--- config.mk ---
export PLATFORM = sky130hd
export DESIGN_NAME = json_string_unescape_utf8_flat
export DESIGN_NICKNAME = d
export VERILOG_FILES = /design/src/rtl/jsu_pkg.sv /design/src/rtl/jsu_chan_if.sv /design/src/rtl/jsu_front.sv /design/src/rtl/jsu_fifo.sv /design/src/rtl/jsu_back.sv /design/src/rtl/json_string_unescape_utf8.sv /design/src/flat_wrapper.sv
export SDC_FILE = /design/constraint.sdc
export NUM_CORES = 1
export LEC_CHECK = 0
export BUFFER_PORTS_ARGS = -buffer_cell sky130_fd_sc_hd__buf_2
export CAP_MARGIN = 20
export CORE_MARGIN = 5
export CORE_UTILIZATION = 40
export CTS_CLUSTER_SIZE = 14
export DETAILED_ROUTE_END_ITERATION = 10
export HOLD_SLACK_MARGIN = 0.08
export SLEW_MARGIN = 20
export SYNTH_ARGS = -nofsm -noshare
export SYNTH_HDL_FRONTEND = slang
export SYNTH_SLANG_ARGS = --single-unit
--- constraint.sdc ---
create_clock -name clk_i -period 8.5 [get_ports clk_i]
set_clock_uncertainty 0.05 [all_clocks]
set_input_delay 0.425 -clock clk_i [delete_from_list [all_inputs] [get_ports clk_i]]
set_output_delay 0.425 -clock clk_i [all_outputs]
set_load 0.01 [all_outputs]
--- src/rtl/jsu_pkg.sv ---
// Shared types and constants for the JSON string unescaper.
package jsu_pkg;

  // Depth of the command queue between the parser and the byte emitter.
  localparam int unsigned FIFO_DEPTH = 4;

  // Parser modes.
  typedef enum logic [2:0] {
    MODE_WAIT   = 3'd0,
    MODE_STR    = 3'd1,
    MODE_ESC    = 3'd2,
    MODE_HEX    = 3'd3,
    MODE_HIGH   = 3'd4,
    MODE_HIGHBS = 3'd5,
    MODE_LOWHEX = 3'd6
  } mode_e;

  // Result kinds.
  typedef enum logic [1:0] {
    KIND_BYTE  = 2'd0,
    KIND_CLOSE = 2'd1,
    KIND_ERR   = 2'd2
  } kind_e;

  // Error codes.
  typedef enum logic [2:0] {
    ERR_CTRL  = 3'd0,
    ERR_ESC   = 3'd1,
    ERR_HEX   = 3'd2,
    ERR_SURR  = 3'd3,
    ERR_END   = 3'd4,
    ERR_QUOTE = 3'd5
  } err_e;

  // One input request.
  typedef struct packed {
    logic [7:0] in_byte;
    logic       text_end;
  } in_item_t;

  // One result request.
  typedef struct packed {
    logic [1:0] out_kind;
    logic [7:0] out_byte;
    logic [2:0] err_code;
    logic       last;
  } out_item_t;

  // Single trailing result of a command: a plain byte, a close or an error.
  typedef struct packed {
    logic       vld;
    kind_e      kind;
    logic [7:0] data;
    err_e       err;
  } tail_t;

  // Command from the parser: an optional code point to encode, then a tail.
  typedef struct packed {
    logic        head_vld;
    logic [20:0] head_cp;
    tail_t       tail;
  } cmd_t;

endpackage

--- src/rtl/jsu_chan_if.sv ---
// Valid/ready channel interface carrying one payload per request.
interface jsu_chan_if #(
  parameter type payload_t = logic
) ();
  logic     valid;
  logic     ready;
  payload_t data;

  modport source (output valid, output data, input ready);
  modport sink (input valid, input data, output ready);
endinterface

--- src/rtl/jsu_front.sv ---
// Parser front end: classifies each text byte and issues emit commands.
module jsu_front (
  input  logic              clk_i,
  input  logic              rst_ni,
  input  logic              in_valid_i,
  output logic              in_ready_o,
  input  jsu_pkg::in_item_t in_item_i,
  input  logic              full_i,
  output logic              push_o,
  output jsu_pkg::cmd_t     cmd_o
);

  localparam logic [7:0] ChQuote  = 8'h22;
  localparam logic [7:0] ChBslash = 8'h5c;
  localparam logic [7:0] ChSlash  = 8'h2f;
  localparam logic [7:0] ChSpace  = 8'h20;
  localparam logic [7:0] ChTab    = 8'h09;
  localparam logic [7:0] ChCr     = 8'h0d;
  localparam logic [7:0] ChLf     = 8'h0a;
  localparam logic [7:0] ChLowU   = 8'h75;
  localparam logic [15:0] HighLo  = 16'hd800;
  localparam logic [15:0] HighHi  = 16'hdbff;
  localparam logic [15:0] LowLo   = 16'hdc00;
  localparam logic [15:0] LowHi   = 16'hdfff;
  localparam logic [20:0] SuppBase = 21'h10000;
  localparam logic [5:0]  SurrTag  = 6'b110110;

  jsu_pkg::mode_e mode_q, mode_d;
  logic [11:0]    acc_q, acc_d;
  logic [9:0]     hh_q, hh_d;
  logic [1:0]     dc_q, dc_d;

  logic           accept;
  logic [7:0]     b;
  logic           ended;
  logic [4:0]     hex;
  logic [15:0]    cp_full;
  logic           is_ws;
  logic [20:0]    lone_high_cp;
  jsu_pkg::cmd_t  cmd;

  // Hex digit decode; bit 4 flags a valid digit.
  function automatic logic [4:0] hex_digit(input logic [7:0] c);
    logic [4:0] r;
    r = 5'd0;
    if (c >= 8'h30 && c <= 8'h39) begin
      r = {1'b1, 4'(c - 8'h30)};
    end else if (c >= 8'h61 && c <= 8'h66) begin
      r = {1'b1, 4'(c - 8'h57)};
    end else if (c >= 8'h41 && c <= 8'h46) begin
      r = {1'b1, 4'(c - 8'h37)};
    end
    return r;
  endfunction

  // Result of a byte seen inside the string body.
  function automatic jsu_pkg::tail_t str_tail(input logic [7:0] c);
    jsu_pkg::tail_t t;
    t = '{vld: 1'b0, kind: jsu_pkg::KIND_BYTE, data: 8'd0, err: jsu_pkg::ERR_CTRL};
    if (c == ChQuote) begin
      t.vld  = 1'b1;
      t.kind = jsu_pkg::KIND_CLOSE;
    end else if (c < ChSpace) begin
      t.vld  = 1'b1;
      t.kind = jsu_pkg::KIND_ERR;
      t.err  = jsu_pkg::ERR_CTRL;
    end else if (c != ChBslash) begin
      t.vld  = 1'b1;
      t.data = c;
    end
    return t;
  endfunction

  function automatic jsu_pkg::mode_e str_mode(input logic [7:0] c);
    jsu_pkg::mode_e m;
    if (c == ChQuote || c < ChSpace) begin
      m = jsu_pkg::MODE_WAIT;
    end else if (c == ChBslash) begin
      m = jsu_pkg::MODE_ESC;
    end else begin
      m = jsu_pkg::MODE_STR;
    end
    return m;
  endfunction

  // Result of the byte after a backslash; the 'u' case yields nothing here.
  function automatic jsu_pkg::tail_t esc_tail(input logic [7:0] c);
    jsu_pkg::tail_t t;
    t = '{vld: 1'b1, kind: jsu_pkg::KIND_BYTE, data: 8'd0, err: jsu_pkg::ERR_CTRL};
    case (c)
      ChQuote, ChBslash, ChSlash: t.data = c;
      8'h62: t.data = 8'h08;
      8'h66: t.data = 8'h0c;
      8'h6e: t.data = 8'h0a;
      8'h72: t.data = 8'h0d;
      8'h74: t.data = 8'h09;
      ChLowU: t.vld = 1'b0;
      default: begin
        t.kind = jsu_pkg::KIND_ERR;
        t.err  = jsu_pkg::ERR_ESC;
      end
    endcase
    return t;
  endfunction

  function automatic jsu_pkg::mode_e esc_mode(input logic [7:0] c);
    jsu_pkg::mode_e m;
    case (c)
      ChQuote, ChBslash, ChSlash, 8'h62, 8'h66, 8'h6e, 8'h72, 8'h74: m = jsu_pkg::MODE_STR;
      ChLowU:  m = jsu_pkg::MODE_HEX;
      default: m = jsu_pkg::MODE_WAIT;
    endcase
    return m;
  endfunction

  assign in_ready_o   = !full_i;
  assign accept       = in_valid_i && in_ready_o;
  assign b            = in_item_i.in_byte;
  assign ended        = in_item_i.text_end;
  assign hex          = hex_digit(b);
  assign cp_full      = {acc_q, hex[3:0]};
  assign is_ws        = (b == ChSpace) || (b == ChTab) || (b == ChCr) || (b == ChLf);
  assign lone_high_cp = {5'd0, SurrTag, hh_q};

  // Next parser state.
  always_comb begin
    mode_d = mode_q;
    acc_d  = acc_q;
    hh_d   = hh_q;
    dc_d   = dc_q;
    if (ended) begin
      mode_d = jsu_pkg::MODE_WAIT;
      dc_d   = 2'd0;
    end else begin
      unique case (mode_q)
        jsu_pkg::MODE_WAIT: begin
          if (b == ChQuote) begin
            mode_d = jsu_pkg::MODE_STR;
          end
          dc_d = 2'd0;
        end
        jsu_pkg::MODE_STR: mode_d = str_mode(b);
        jsu_pkg::MODE_ESC: begin
          mode_d = esc_mode(b);
          dc_d   = 2'd0;
        end
        jsu_pkg::MODE_HEX, jsu_pkg::MODE_LOWHEX: begin
          if (!hex[4]) begin
            mode_d = jsu_pkg::MODE_WAIT;
            dc_d   = 2'd0;
          end else if (dc_q == 2'd3) begin
            dc_d = 2'd0;
            if (mode_q == jsu_pkg::MODE_HEX) begin
              if (cp_full >= HighLo && cp_full <= HighHi) begin
                mode_d = jsu_pkg::MODE_HIGH;
                hh_d   = cp_full[9:0];
              end else begin
                mode_d = jsu_pkg::MODE_STR;
              end
            end else if (cp_full < LowLo || cp_full > LowHi) begin
              mode_d = jsu_pkg::MODE_WAIT;
            end else begin
              mode_d = jsu_pkg::MODE_STR;
            end
          end else begin
            acc_d = {acc_q[7:0], hex[3:0]};
            dc_d  = dc_q + 2'd1;
          end
        end
        jsu_pkg::MODE_HIGH: begin
          mode_d = (b == ChBslash) ? jsu_pkg::MODE_HIGHBS : str_mode(b);
        end
        jsu_pkg::MODE_HIGHBS: begin
          mode_d = (b == ChLowU) ? jsu_pkg::MODE_LOWHEX : esc_mode(b);
          dc_d   = 2'd0;
        end
        default: begin
          mode_d = jsu_pkg::MODE_WAIT;
          dc_d   = 2'd0;
        end
      endcase
    end
  end

  // Command for the emitter.
  always_comb begin
    cmd          = '0;
    cmd.tail     = '{vld: 1'b0, kind: jsu_pkg::KIND_BYTE, data: 8'd0,
                     err: jsu_pkg::ERR_CTRL};
    if (ended) begin
      cmd.tail.vld  = 1'b1;
      cmd.tail.kind = jsu_pkg::KIND_ERR;
      cmd.tail.err  = (mode_q == jsu_pkg::MODE_WAIT) ? jsu_pkg::ERR_QUOTE : jsu_pkg::ERR_END;
    end else begin
      unique case (mode_q)
        jsu_pkg::MODE_WAIT: begin
          if (b != ChQuote && !is_ws) begin
            cmd.tail.vld  = 1'b1;
            cmd.tail.kind = jsu_pkg::KIND_ERR;
            cmd.tail.err  = jsu_pkg::ERR_QUOTE;
          end
        end
        jsu_pkg::MODE_STR: cmd.tail = str_tail(b);
        jsu_pkg::MODE_ESC: cmd.tail = esc_tail(b);
        jsu_pkg::MODE_HEX, jsu_pkg::MODE_LOWHEX: begin
          if (!hex[4]) begin
            cmd.tail.vld  = 1'b1;
            cmd.tail.kind = jsu_pkg::KIND_ERR;
            cmd.tail.err  = jsu_pkg::ERR_HEX;
          end else if (dc_q == 2'd3) begin
            if (mode_q == jsu_pkg::MODE_HEX) begin
              if (!(cp_full >= HighLo && cp_full <= HighHi)) begin
                cmd.head_vld = 1'b1;
                cmd.head_cp  = {5'd0, cp_full};
              end
            end else if (cp_full < LowLo || cp_full > LowHi) begin
              cmd.tail.vld  = 1'b1;
              cmd.tail.kind = jsu_pkg::KIND_ERR;
              cmd.tail.err  = jsu_pkg::ERR_SURR;
            end else begin
              // Combine the surrogate pair into one supplementary code point.
              cmd.head_vld = 1'b1;
              cmd.head_cp  = SuppBase + {1'b0, hh_q, cp_full[9:0]};
            end
          end
        end
        jsu_pkg::MODE_HIGH: begin
          if (b != ChBslash) begin
            cmd.head_vld = 1'b1;
            cmd.head_cp  = lone_high_cp;
            cmd.tail     = str_tail(b);
          end
        end
        jsu_pkg::MODE_HIGHBS: begin
          if (b != ChLowU) begin
            cmd.head_vld = 1'b1;
            cmd.head_cp  = lone_high_cp;
            cmd.tail     = esc_tail(b);
          end
        end
        default: begin
          cmd.tail.vld  = 1'b1;
          cmd.tail.kind = jsu_pkg::KIND_ERR;
          cmd.tail.err  = jsu_pkg::ERR_QUOTE;
        end
      endcase
    end
  end

  assign cmd_o  = cmd;
  assign push_o = accept && (cmd.head_vld || cmd.tail.vld);

  // Parser state registers.
  always_ff @(posedge clk_i or negedge rst_ni) begin
    if (!rst_ni) begin
      mode_q <= jsu_pkg::MODE_WAIT;
      dc_q   <= 2'd0;
    end else if (accept) begin
      mode_q <= mode_d;
      dc_q   <= dc_d;
    end
  end

  // Digit and surrogate holding registers.
  always_ff @(posedge clk_i) begin
    if (accept) begin
      acc_q <= acc_d;
      hh_q  <= hh_d;
    end
  end

  a_high_held_tag: assert property (@(posedge clk_i) disable iff (!rst_ni)
    (accept && !ended && mode_q == jsu_pkg::MODE_HEX && hex[4] && dc_q == 2'd3 &&
     mode_d == jsu_pkg::MODE_HIGH) |=> (hh_q == $past(cp_full[9:0])))
    else $error("held high surrogate not captured");

  a_digits_clear: assert property (@(posedge clk_i) disable iff (!rst_ni)
    (mode_q == jsu_pkg::MODE_WAIT || mode_q == jsu_pkg::MODE_STR) |-> (dc_q == 2'd0))
    else $error("digit count left over outside hex modes");

endmodule

--- src/rtl/jsu_fifo.sv ---
// Short command queue between the parser and the emitter.
module jsu_fifo #(
  parameter int unsigned Depth = jsu_pkg::FIFO_DEPTH
) (
  input  logic          clk_i,
  input  logic          rst_ni,
  input  logic          push_i,
  input  jsu_pkg::cmd_t cmd_i,
  output logic          full_o,
  input  logic          pop_i,
  output logic          vld_o,
  output jsu_pkg::cmd_t cmd_o
);

  localparam int unsigned AW = (Depth > 1) ? $clog2(Depth) : 1;
  localparam int unsigned CW = $clog2(Depth + 1);
  localparam logic [AW-1:0] LastIdx = AW'(Depth - 1);
  localparam logic [CW-1:0] FullCnt = CW'(Depth);

  jsu_pkg::cmd_t entry_q [Depth];
  logic [AW-1:0] wr_q, rd_q;
  logic [CW-1:0] cnt_q;
  logic          do_pop;

  assign full_o = (cnt_q == FullCnt);
  assign vld_o  = (cnt_q != '0);
  assign cmd_o  = entry_q[rd_q];
  assign do_pop = pop_i && vld_o;

  // Pointers and fill count.
  always_ff @(posedge clk_i or negedge rst_ni) begin
    if (!rst_ni) begin
      wr_q  <= '0;
      rd_q  <= '0;
      cnt_q <= '0;
    end else begin
      if (push_i) begin
        wr_q <= (wr_q == LastIdx) ? '0 : wr_q + AW'(1);
      end
      if (do_pop) begin
        rd_q <= (rd_q == LastIdx) ? '0 : rd_q + AW'(1);
      end
      if (push_i && !do_pop) begin
        cnt_q <= cnt_q + CW'(1);
      end else if (!push_i && do_pop) begin
        cnt_q <= cnt_q - CW'(1);
      end
    end
  end

  // Entry storage.
  always_ff @(posedge clk_i) begin
    if (push_i) begin
      entry_q[wr_q] <= cmd_i;
    end
  end

  a_no_overflow: assert property (@(posedge clk_i) disable iff (!rst_ni)
    push_i |-> !full_o)
    else $error("push into a full queue");

  a_count_bound: assert property (@(posedge clk_i) disable iff (!rst_ni)
    cnt_q <= FullCnt)
    else $error("queue count out of range");

endmodule

--- src/rtl/jsu_back.sv ---
// Emitter back end: expands each command into UTF-8 bytes and status results.
module jsu_back (
  input  logic               clk_i,
  input  logic               rst_ni,
  input  logic               cmd_vld_i,
  input  jsu_pkg::cmd_t      cmd_i,
  output logic               pop_o,
  output logic               out_valid_o,
  input  logic               out_ready_i,
  output jsu_pkg::out_item_t out_item_o
);

  localparam logic [20:0] Lim1 = 21'h80;
  localparam logic [20:0] Lim2 = 21'h800;
  localparam logic [20:0] Lim3 = 21'h10000;
  localparam logic [7:0]  Cont = 8'h80;
  localparam logic [7:0]  Lead2 = 8'hc0;
  localparam logic [7:0]  Lead3 = 8'he0;
  localparam logic [7:0]  Lead4 = 8'hf0;

  logic [1:0]         idx_q;
  logic               out_vld_q;
  jsu_pkg::out_item_t out_q;

  logic [2:0]         n_head;
  logic [2:0]         total;
  logic               in_head;
  logic               is_last;
  logic               load;
  logic [20:0]        cp;
  logic [7:0]         utf;
  jsu_pkg::out_item_t res;

  assign cp = cmd_i.head_cp;

  // Length of the UTF-8 sequence for the head code point.
  always_comb begin
    if (!cmd_i.head_vld) begin
      n_head = 3'd0;
    end else if (cp < Lim1) begin
      n_head = 3'd1;
    end else if (cp < Lim2) begin
      n_head = 3'd2;
    end else if (cp < Lim3) begin
      n_head = 3'd3;
    end else begin
      n_head = 3'd4;
    end
  end

  assign total   = n_head + {2'd0, cmd_i.tail.vld};
  assign in_head = {1'b0, idx_q} < n_head;
  assign is_last = ({1'b0, idx_q} == total - 3'd1);

  // Select the UTF-8 byte at the current position.
  always_comb begin
    utf = 8'd0;
    case (n_head)
      3'd1: utf = cp[7:0];
      3'd2: begin
        case (idx_q)
          2'd0:    utf = Lead2 | {3'd0, cp[10:6]};
          default: utf = Cont | {2'd0, cp[5:0]};
        endcase
      end
      3'd3: begin
        case (idx_q)
          2'd0:    utf = Lead3 | {4'd0, cp[15:12]};
          2'd1:    utf = Cont | {2'd0, cp[11:6]};
          default: utf = Cont | {2'd0, cp[5:0]};
        endcase
      end
      3'd4: begin
        case (idx_q)
          2'd0:    utf = Lead4 | {5'd0, cp[20:18]};
          2'd1:    utf = Cont | {2'd0, cp[17:12]};
          2'd2:    utf = Cont | {2'd0, cp[11:6]};
          default: utf = Cont | {2'd0, cp[5:0]};
        endcase
      end
      default: utf = 8'd0;
    endcase
  end

  // Result at the current position.
  always_comb begin
    res.last = is_last;
    if (in_head) begin
      res.out_kind = jsu_pkg::KIND_BYTE;
      res.out_byte = utf;
      res.err_code = 3'd0;
    end else begin
      res.out_kind = cmd_i.tail.kind;
      res.out_byte = (cmd_i.tail.kind == jsu_pkg::KIND_BYTE) ? cmd_i.tail.data : 8'd0;
      res.err_code = (cmd_i.tail.kind == jsu_pkg::KIND_ERR) ? cmd_i.tail.err : 3'd0;
    end
  end

  assign load        = cmd_vld_i && (!out_vld_q || out_ready_i);
  assign pop_o       = load && is_last;
  assign out_valid_o = out_vld_q;
  assign out_item_o  = out_q;

  // Position within the head command and output valid.
  always_ff @(posedge clk_i or negedge rst_ni) begin
    if (!rst_ni) begin
      idx_q     <= 2'd0;
      out_vld_q <= 1'b0;
    end else begin
      if (load) begin
        idx_q <= is_last ? 2'd0 : idx_q + 2'd1;
      end
      if (load) begin
        out_vld_q <= 1'b1;
      end else if (out_ready_i) begin
        out_vld_q <= 1'b0;
      end
    end
  end

  // Output register.
  always_ff @(posedge clk_i) begin
    if (load) begin
      out_q <= res;
    end
  end

  a_no_empty_cmd: assert property (@(posedge clk_i) disable iff (!rst_ni)
    cmd_vld_i |-> (total != 3'd0) && ({1'b0, idx_q} < total))
    else $error("queued command empty or position past its end");

  a_status_is_last: assert property (@(posedge clk_i) disable iff (!rst_ni)
    (out_vld_q && out_q.out_kind != jsu_pkg::KIND_BYTE) |-> out_q.last)
    else $error("close or error result not marked last");

endmodule

--- src/rtl/json_string_unescape_utf8.sv ---
// Top level of the JSON string unescaper with UTF-8 output.
// The block takes one text byte per cycle: the parser classifies it
// combinationally and, when the byte produces results, places one command in a
// queue of FifoDepth entries. The emitter turns each command into one to four
// results and delivers one result per cycle, while the output is ready, through
// a registered output. The input stalls only while the command queue is full,
// which happens when the output is held back or when many multi-byte results
// arrive close together. An accepted byte's first result passes through the
// command queue and the output register. Errors and the closing quote are
// reported as the last result of their byte, and the parser then waits for a
// new opening quote.
module json_string_unescape_utf8 #(
  parameter int unsigned FifoDepth = jsu_pkg::FIFO_DEPTH
) (
  input  logic       clk_i,
  input  logic       rst_ni,
  jsu_chan_if.sink   in_i,
  jsu_chan_if.source out_o
);

  logic          full;
  logic          push;
  logic          pop;
  logic          cmd_vld;
  jsu_pkg::cmd_t cmd_in;
  jsu_pkg::cmd_t cmd_out;

  jsu_front u_front (
    .clk_i      (clk_i),
    .rst_ni     (rst_ni),
    .in_valid_i (in_i.valid),
    .in_ready_o (in_i.ready),
    .in_item_i  (in_i.data),
    .full_i     (full),
    .push_o     (push),
    .cmd_o      (cmd_in)
  );

  jsu_fifo #(
    .Depth (FifoDepth)
  ) u_fifo (
    .clk_i  (clk_i),
    .rst_ni (rst_ni),
    .push_i (push),
    .cmd_i  (cmd_in),
    .full_o (full),
    .pop_i  (pop),
    .vld_o  (cmd_vld),
    .cmd_o  (cmd_out)
  );

  jsu_back u_back (
    .clk_i       (clk_i),
    .rst_ni      (rst_ni),
    .cmd_vld_i   (cmd_vld),
    .cmd_i       (cmd_out),
    .pop_o       (pop),
    .out_valid_o (out_o.valid),
    .out_ready_i (out_o.ready),
    .out_item_o  (out_o.data)
  );

endmodule

--- src/flat_wrapper.sv ---
// flat-port wrapper written by rule: the top's interface ports become plain ports
module json_string_unescape_utf8_flat 
#(
  parameter int unsigned FifoDepth = jsu_pkg::FIFO_DEPTH
)
  (clk_i, rst_ni, in_i_valid, in_i_data, in_i_ready, out_o_valid, out_o_data, out_o_ready);
  jsu_chan_if #(.payload_t(jsu_pkg::in_item_t)) in_i_i ();
  jsu_chan_if #(.payload_t(jsu_pkg::out_item_t)) out_o_i ();
  input  logic clk_i;
  input  logic rst_ni;
  input wire logic [$bits(in_i_i.valid)-1:0] in_i_valid;
  input wire logic [$bits(in_i_i.data)-1:0] in_i_data;
  output wire logic [$bits(in_i_i.ready)-1:0] in_i_ready;
  output wire logic [$bits(out_o_i.valid)-1:0] out_o_valid;
  output wire logic [$bits(out_o_i.data)-1:0] out_o_data;
  input wire logic [$bits(out_o_i.ready)-1:0] out_o_ready;
  assign in_i_i.valid = in_i_valid;
  assign in_i_i.data = in_i_data;
  assign in_i_ready = in_i_i.ready;
  assign out_o_valid = out_o_i.valid;
  assign out_o_data = out_o_i.data;
  assign out_o_i.ready = out_o_ready;
  json_string_unescape_utf8 #(.FifoDepth(FifoDepth)) u_core (.clk_i(clk_i), .rst_ni(rst_ni), .in_i(in_i_i), .out_o(out_o_i));
endmodule
==> results_dict.tcl <==
set metrics [dict create \
    viasPerCell 5.86 \
    path_class "register to register" \
    syn_to_final_growth_pct 10.6 \
    pre_cts_ws_ns 3.74 \
    synth_cells 642 \
    worstMarginPinSlew_ns 1.03 \
    finalHoldViolations 0 \
    antenna_found_initial 0 \
    start_util_pct 40.7 \
    worst_ir_drop_vdd_mv 0.172 \
    fin_ws_ns 3.80 \
    slew_violations 0 \
    clock_latency_ns 0.43 \
    dp_cells 934 \
    post_cts_buffers 0 \
    synth.distinct_cells 77 \
    yosys_warnings 0 \
    critical_path_arrival_ns 5.00 \
    critPathTopFamily "simple AND/OR/NAND/NOR gates" \
    whs_endpoint "u_core.u_back.out_valid_o" \
    die_y_um 162 \
    synthFlopType "edfxtp_1" \
    grt_max_degree 46 \
    p_leak_nw 3.51 \
    layoutNonFillerInstCount 967 \
    setup_viol 0 \
    vias 5662 \
    cts_buffers 17 \
    reg2reg_depth 16 \
    period_share_pct 55.3 \
    hold_class "input pin to register" \
    power.share.combinational_pct 34.5 \
    portBuffers 28 \
    io_pins 29 \
    die_w_um 162 \
    grt_usage_pct 16.2 \
    status "finished, final reports clean" \
    cp_cell_sequence "mux4_1 > nor3_1 > nand2_1 > nor2_1 > nand2_1 > ha_1 > ha_1 > xnor2_1 > nor3_2 > nand2_1 > ha_1 > inv_1 > fa_1 > xor2_1 > nor2_1 > xor2_1" \
    cts_resized 0 \
    core_region_area_um2 22600 \
    cts_tree "built" \
    min_path_cells 3 \
    max_freq_mhz 213 \
    avgSynthCellArea_um2 14.3 \
    power_switching_mw 1.09 \
    seq_area_frac_synth_pct 62.8 \
    grt-ovfl-total 0 \
    grt_pass1_vias 5706 \
    cts.clk_slew.worst_paths_ns 0.07 \
    dieArea_um2 26200 \
    post-route-min-period_ns 4.70 \
    ys_ff_latch 195 \
    grt_pass1_wl_um 32800 \
    r2r_setup_slack_ns 3.80 \
    rsz0062_at_grt "false" \
    gp_congestion 0.923 \
    p_clk_share_pct 23.6 \
    pwr_density_cell_nw_per_um2 322 \
    r2r_start "u_core.u_fifo.rd_q[0]" \
    critPathLaunch "u_core.u_fifo.rd_q[0]" \
    ant_nets 0 \
    root_buffer "clkbuf_16" \
    internal-power_mw 2.19 \
    rows 55 \
    totalWireLength_um 20600 \
    synth_edf_count 180 \
    crit_fanout 25 \
    antenna_cells 0 \
    drt_iter0_drc 627 \
    layout.nets 703 \
    netlist_area_um2 9210 \
    cp_slowest_stage_delay_ns 0.81 \
    drc 0 \
    hold_buffers 1 \
    drive_above_1_share_pct 17.7 \
    firstDrtPassIters 5 \
    switching_share_pct 33.3 \
    max-cap-violations 0 \
    synth_nets 676 \
    htree_levels 4 \
    post-dp-hpwl_um 14500 \
    cts_sinks 195 \
    async_reset_ff_share_pct 7.69 \
    slowest_stage "dfrtp_2" \
    p_total_mw 3.28 \
    clk_path_buf_depth 2 \
    post_drt_wl_per_cell_um 21.3 \
    relSlewSlack_pct 31.0 \
    critPathBufInv 1 \
    critPathLaunchType "register" \
    min-delay-start "out_o_ready" \
    crit_required_ns 8.80 \
    r2r-end "u_core.u_fifo.cnt_q[2]" \
    endpoint_kind "register" \
    setup_tns_ns 0 \
    seqPwrFrac_pct 41.9 \
]
==> how the worst max path moves through the flow <==
stage                              to  slack, ns  cells after the start
5_1_grt        u_core.u_fifo.cnt_q[2]       3.38                     16
3_3_place_gp   u_core.u_fifo.cnt_q[2]       3.93                     15
6_report       u_core.u_fifo.cnt_q[2]       3.80                     16
2_1_floorplan  u_core.u_fifo.cnt_q[1]       4.49                     16
4_1_cts        u_core.u_fifo.cnt_q[2]       3.78                     16
3_5_place_dp   u_core.u_fifo.cnt_q[2]       3.74                     15
==> cell usage after synthesis, drive strengths merged (3+ instances only) <==
cell | instances | area (um^2)
mux2 | 16 | 180
nand2b | 7 | 43.8
dfrtp | 15 | 375
nor2 | 46 | 173
or3 | 4 | 30.0
clkbuf | 17 | 67.6
a22oi | 18 | 135
inv | 23 | 86.3
mux2i | 12 | 120
a22o | 5 | 43.8
xor2 | 5 | 43.8
o211ai | 5 | 42.5
nor3 | 9 | 50.1
nor2b | 9 | 56.3
buf | 11 | 91.3
a222oi | 3 | 30.0
o31ai | 4 | 30.0
mux4 | 32 | 736
edfxtp | 180 | 5410
o22ai | 6 | 37.5
a2111oi | 3 | 32.5
a21oi | 15 | 75.1
and3 | 9 | 56.3
and2 | 9 | 56.3
a21o | 9 | 67.6
or2 | 3 | 21.3
nor4 | 3 | 18.8
nand4 | 5 | 31.3
xnor2 | 5 | 43.8
nand3 | 12 | 60.1
o21ai | 22 | 114
a31oi | 7 | 43.8
nand2 | 52 | 195
ha | 20 | 250
==> power by group through the flow <==
stage                     registers, mW  clock network (mW)  logic (mW)
after detailed placement           1.40                   0        1.13
after CTS                          1.38               0.790        1.14
after floorplan                    1.37                   0       0.844
after global placement             1.38                   0        1.12
after global routing               1.39               0.835        1.23
final                              1.37               0.774        1.13
==> per-stage QoR <==
step / util [%] / hold WS (ns) / cell area [um^2]
3_3_place_gp: 42.4 / 0.360 / 9610
5_1_grt: 45.0 / 0.252 / 10200
6_report: 45.0 / 0.229 / 10200
3_5_place_dp: 42.4 / 0.367 / 9610
2_1_floorplan: - / 0.0794 / 9210
4_1_cts: 45.0 / 0.214 / 10200
==> final cells by class <==
| cell class | instances | area, um^2 |
|---|---|---|
| Tap cell | 285 | 357 |
| Sequential cell | 195 | 5780 |
| Fill cell | 1946 | 12500 |
| Clock buffer | 19 | 433 |
| Inverter | 24 | 90.1 |
| Clock inverter | 13 | 131 |
| Multi-Input combinational cell | 395 | 3190 |
| Timing Repair Buffer | 36 | 203 |
==> cells in the final DEF, fill, tap and decap left out, types with 8 or more instances in the layout <==
master and instances:
edfxtp_1 180, nand2_1 52, nor2_1 46, mux4_2 28, buf_2 28, inv_1 23, o21ai_0 21, ha_1 20
a22oi_1 18, clkbuf_16 17, mux2_2 16, a21oi_1 15, dfrtp_1 13, mux2i_1 12, nand3_1 12, nor2b_1 9
and3_1 9, a21o_1 9, and2_1 9, nor3_1 8
==> per-layer routing <==
metal	routed length, um	vias up	track usage, %
li1	-	2568	-
met1	9470	2849	23.2
met2	9630	210	25.5
met3	1110	35	3.10
met4	398	0	4.69
met5	0	-	0
==> sequential cells by signal, indices dropped and copies added, names as in the netlist <==
name,count
u_core.u_fifo.rd_q,2
u_core.u_back.out_item_o,14
u_core.u_back.out_valid_o,1
u_core.u_fifo.entry_q,144
u_core.u_front.hh_q,10
u_core.u_front.dc_q,2
u_core.u_front.acc_q,12
u_core.u_fifo.wr_q,2
u_core.u_fifo.cnt_q,3
u_core.u_back.idx_q,2
u_core.u_front.mode_q,3
==> tightest hold or removal path: stages <==
cell and delay, ns:
buf_2 0.07, nand2b_1 0.11, nand2_1 0.06
==> cells by family (layout without fill, tap and decap cells) <==
family,count (synthesis),in the layout,share of synthesized area (%)
and+or+nand+nor,182,182,9.93
xor gates and xnor gates,10,10,0.951
DFF,195,195,62.8
muxes,60,60,11.2
buffers and inverters,52,92,2.70
AOI/OAI and AO/OA,122,122,9.47
adders and majority gates,21,21,2.93
Power figures use the tool's default switching activity.
